==> config.mk <==
export PLATFORM = sky130hd
export DESIGN_NAME = mtbig_front
export DESIGN_NICKNAME = d
export VERILOG_FILES = /design/src/rtl/core/mtbig_pkg.sv /design/src/rtl/core/mtbig_front.sv
export SDC_FILE = /design/constraint.sdc
export NUM_CORES = 1
export LEC_CHECK = 0
export ABC_AREA = 1
export BUFFER_PORTS_ARGS = -buffer_cell sky130_fd_sc_hd__buf_2
export CAP_MARGIN = 15
export CELL_PAD_IN_SITES_DETAIL_PLACEMENT = 0
export CELL_PAD_IN_SITES_GLOBAL_PLACEMENT = 1
export CORE_MARGIN = 3
export CORE_UTILIZATION = 44
export DETAILED_ROUTE_END_ITERATION = 8
export PLACE_DENSITY = 0.79
export SLEW_MARGIN = 25
export SYNTH_ARGS = -nofsm -noshare
export SYNTH_HDL_FRONTEND = slang
export SYNTH_SLANG_ARGS = --single-unit
==> constraint.sdc <==
create_clock -name clk -period 5.1 [get_ports clk]
set_input_delay 0.765 -clock clk [delete_from_list [all_inputs] [get_ports clk]]
set_output_delay 0.765 -clock clk [all_outputs]
set_load 0.05 [all_outputs]
==> src/rtl/core/mtbig_pkg.sv <==
// mtbig_pkg: shared types and constants for the bounded mt19937 generator
// no dependencies
package mtbig_pkg;

    localparam int unsigned N_WORDS  = 624;
    localparam int unsigned M_OFFSET = 397;
    localparam int unsigned IDX_W    = 10;

    localparam logic [31:0] MAT_A        = 32'h9908b0df;
    localparam logic [31:0] HI_MASK      = 32'h80000000;
    localparam logic [31:0] LO_MASK      = 32'h7fffffff;
    localparam logic [31:0] SEED_MULT    = 32'd1812433253;
    localparam logic [31:0] DEFAULT_SEED = 32'd5489;
    localparam logic [31:0] TEMPER_B     = 32'h9d2c5680;
    localparam logic [31:0] TEMPER_C     = 32'hefc60000;

    localparam logic [1:0] CFG_MODE   = 2'd0;
    localparam logic [1:0] CFG_BOUND  = 2'd1;
    localparam logic [1:0] CFG_NEGATE = 2'd2;

    typedef enum logic [0:0] {
        OP_DRAW   = 1'b0,
        OP_RESEED = 1'b1
    } op_t;

    // classified command passed through the queue
    typedef struct packed {
        op_t         op;
        logic [31:0] seed;
    } cmd_t;

    typedef enum logic [3:0] {
        ST_IDLE,
        ST_SEED_MUL,
        ST_SEED_WR,
        ST_TW_RD0,
        ST_TW_RD1,
        ST_TW_RD2,
        ST_TW_WR,
        ST_DRAW_RD,
        ST_DRAW_WAIT,
        ST_DRAW_TEMPER,
        ST_EMIT
    } back_state_t;

    function automatic logic [31:0] temper(input logic [31:0] x);
        logic [31:0] y;
        y = x ^ (x >> 11);
        y = y ^ ((y << 7) & TEMPER_B);
        y = y ^ ((y << 15) & TEMPER_C);
        y = y ^ (y >> 18);
        return y;
    endfunction

    // bit length of a 31-bit bound, 0..31
    function automatic logic [5:0] bit_len(input logic [30:0] a);
        logic [5:0] n;
        n = 6'd0;
        for (int i = 0; i < 31; i++)
        begin
            if (a[i])
            begin
                n = 6'(i + 1);
            end
        end
        return n;
    endfunction

endpackage

==> src/rtl/core/mtbig_front.sv <==
// mtbig_front: input stage, classifies beats and holds them in a two-entry queue
// depends on mtbig_pkg
module mtbig_front
(
    input  logic             clk,
    input  logic             rst_n,
    input  logic             in_valid,
    output logic             in_stall,
    input  logic             kind,
    input  logic [31:0]      seed,
    output logic             cmd_valid,
    output mtbig_pkg::cmd_t  cmd,
    input  logic             cmd_take
);

    mtbig_pkg::cmd_t q_reg [2];
    logic [1:0] count_reg;
    logic       rd_ptr_reg;
    logic       wr_ptr_reg;
    logic       push;
    logic       pop;

    assign in_stall  = (count_reg == 2'd2);
    assign push      = in_valid && !in_stall;
    assign cmd_valid = (count_reg != 2'd0);
    assign pop       = cmd_valid && cmd_take;
    assign cmd       = q_reg[rd_ptr_reg];

    always_ff @(posedge clk or negedge rst_n)
    begin
        if (!rst_n)
        begin
            count_reg  <= 2'd0;
            rd_ptr_reg <= 1'b0;
            wr_ptr_reg <= 1'b0;
        end
        else
        begin
            if (push)
            begin
                wr_ptr_reg <= ~wr_ptr_reg;
            end
            if (pop)
            begin
                rd_ptr_reg <= ~rd_ptr_reg;
            end
            count_reg <= count_reg + {1'b0, push} - {1'b0, pop};
        end
    end

    always_ff @(posedge clk)
    begin
        if (push)
        begin
            q_reg[wr_ptr_reg].op   <= kind ? mtbig_pkg::OP_RESEED : mtbig_pkg::OP_DRAW;
            q_reg[wr_ptr_reg].seed <= seed;
        end
    end

endmodule

Word-level counts from Yosys, hierarchy flattened. Memory sizes are Yosys's and may differ from the RTL's. Cells that the tools add are included.

Reduce and logical (&&, ||, !) cells: 4. Add/sub/neg operators: 2. Muxes and demuxes: 3. Bitwise operators: 2. Equal/unequal tests: 1.

Operators by type and width (count): 1-bit 2-to-1 mux (3); 2-bit by 1-bit adder with 2-bit output (1); 2-bit == test (second input constant) (1); 1-bit logical AND (2); 1-bit inverter (2); 2-bit nonzero test (1); 2-bit by 1-bit subtractor with 2-bit output (1); 1-bit zero test (1).

Memories: 1. Flip-flop bits (word level): 4. Input port bits: 37. Bits in writable memories: 66. Word-level logic and storage cells: 16.

Memories: q_reg (depth 2, width 33, rd ports 1, clocked after memory_dff 0, write ports 1, RTL line mtbig_front.sv:16) `mtbig_pkg::cmd_t q_reg [2];`.

Logic depth before layout (Yosys ltp).
Depth in word-level cells: 5. Mapped depth: 10. Mapped depth without buffers: 10.

Worst setup path before layout. Ideal clock, no wire load.

Kind: in2reg. Start: input port in_valid. End: memory q_reg[1][0] (netlist name) (enable). Library setup time: 423 ps. Buffers on the path: 0. Arrival time: 2244 ps. Data required time: 4677 ps. Cell stages on the path: 2. Path slack: 2433 ps. Path through: nand2_1 > nor2_1.

Cells in the longest elaborated chain, start to end: 3.

RTL lines: start, declared (RTL line mtbig_front.sv:7) `input logic in_valid,`; 1-bit logical AND (RTL line mtbig_front.sv:24) `assign push = in_valid && !in_stall;`; 1-bit 2-to-1 mux (RTL line mtbig_front.sv:53) `if (push)`; 1-bit 2-to-1 mux (implied by the code) (RTL line mtbig_front.sv:56) `q_reg[wr_ptr_reg].seed <= seed;`; end, declared (RTL line mtbig_front.sv:16).

Every way passes these cells.

==> results.cfg <==
[cts]
post_cts_buffers = 0
cts_tree = done
clk_pin_slew_ns = 0.06
cts_root_buffer = clkbuf_8
cts_resized = 0
numCtsBuffers = 9
cts_max_level = 3
clkSinkCount = 70
cts_max_path_buffers = 2
worstSkewPairLatency_ns = 0.32
cts_hold_buf = 0

[logic_synthesis]
syn_area_sq_mm = 0.002691
avgSynthCellArea_sq_um = 13.13
ys_types = 12
synth_cells = 205
yosys_warnings = 0
synth.net_count = 244
ys_seq_elements = 70
seq_area_frac_synth_pct = 77.36

[worst_setup_path]
cp_cell_sequence = buf_4 > inv_8 > nand2_1 > nand2_1 > buf_2
crit_family = buffers and inverters
critPathRequiredTime_ns = 4.34
worstPathMaxFanout = 34
crit_type = flop to primary output
cp_num_buf_inv = 3
startpoint = rd_ptr_reg
endpoint_kind = primary output
cpPeakStageDelay_ns = 0.50
crit_top_cell = nand2_1
worstSetupStartpointType = flop
crit_slowest_cell = dfrtp_1
cp.arrival_ns = 1.80
r2r-start = count_reg[1]

[timing]
tightestPinTransition_ns = 0.9410
hold_violations = 0
max_freq_mhz = 390.0
layout_min_cycle_time_ns = 2.564
drv_slew = 0
finalClockSkew_ns = 0.006322
fin_crit_sh_pct = 50.28
max_slew_margin_pct = 37.12
rsz0062_at_grt = no
fin_setup_tns_ns = 0
finalSetupViolCount = 0

[global_routing]
grt_max_degree = 35
use_met2_pct = 21.23
grt_pass1_vias = 1516
grt_pass1_wl_mm = 7.272
antenna_found_initial = 0
overflow = 0
grtUsageTotal_pct = 13.72
grt.met3_usage_pct = 3.140
grt_util_met1_pct = 18.22
gr-max-usage-layer = met2

[routing]
routed_wl_mm = 4.538
antenna_left = 0
drt_first_pass_iters = 4
vias = 1599
drcViolationCount = 0
detail_route.wl_per_cell_um = 12.71
avgViaCountPerCell = 4.479
first_iter_violations = 92

[die]
start_util_pct = 47.14
fp.dieW_um = 84.21
dieArea_sq_mm = 0.007091
die_y_um = 84.21
io_pins = 72
coreArea_sq_mm = 0.005709
fp-row-count = 27

[place]
dpl.hpwl_mm = 2.930
io_buffer_count = 71
gp_congestion = 0.7076

[finish]
drive_above_1_share_pct = 33.33
fillers = 473
antennaDiodeCount = 0
largest_reg_flops = 66
area_growth_syn_to_layout_pct = 19.94
final_nets = 321

[job]
maxCapViolCount = 0

[worst_hold_path]
hp-class = primary input to async pin

[run_status]
outcome = finished, final reports clean
## logic make-up after synthesis
family / Yosys count / share of synthesized area, %
simple gates: 116 / 17.25
flops: 70 / 77.36
buf+inv: 17 / 4.462
fa+ha+maj: 2 / 0.9297
## routing by layer
layer | part of all wire [%] | up-vias
li1 | - | 831
met1 | 44 | 703
met2 | 48 | 59
met3 | 7.1 | 6
met4 | 1.6 | 0
met5 | 0 | -
## Yosys cell counts, drive strengths merged
library cell  count  area share, %
nand2           112             17
dfrtp             4            3.7
ha                2           0.93
inv              10            1.7
nor2              1           0.14
buf               7            2.8
edfxtp           66             74
nand3             3           0.56
## path summary, 6_finish.rpt
path,to,slack [ns],cells past startpoint
setup reg to reg,q_reg[1][19],3.33,3
min in group clk,wr_ptr_reg,0.47,2
hold reg to reg,wr_ptr_reg,0.47,2
hold / removal,wr_ptr_reg,0.24,1
setup / recovery,cmd[31],2.54,5
max in group asynchronous,count_reg[0],4.74,1
## layout by cell type, fill, tap and decap left out
cell / instances
buf_2: 71
buf_4: 2
clkbuf_1: 1
clkbuf_8: 9
clkinv_1: 3
clkinv_2: 1
dfrtp_1: 4
edfxtp_1: 66
ha_1: 2
inv_1: 9
inv_8: 1
nand2_1: 102
nand2_2: 10
nand3_1: 3
nor2_4: 1
## area by class of cell
| cell class | instances | area [sq um] | share of cell area (%) |
|---|---|---|---|
| Multi-Input combinational cell | 118 | 496.7 | 15.39 |
| Inverter | 10 | 45.04 | 1.395 |
| Clock buffer | 10 | 127.6 | 3.953 |
| Timing Repair Buffer | 73 | 370.4 | 11.47 |
| Clock inverter | 4 | 16.27 | 0.5039 |
| Tap cell | 72 | 90.09 | 2.791 |
| Sequential cell | 70 | 2082 | 64.50 |
## metrics by stage
step	hold slack (ns)	instance area [sq um]	util [%]	instances	worst slack (ns)
finish	0.2366	3228	56.54	357	2.536
global route	0.2325	3228	56.54	357	2.401
CTS	0.2237	3228	56.54	357	2.519
detailed placement	0.4604	3084	54.02	343	2.884
global placement	0.4559	3084	54.02	343	2.893
floorplan	0.4419	2691	-	205	2.433
Power is left out: the tool's default activity adds up to more than one toggle a clock period on the data nets, which glitch-free logic cannot reach.
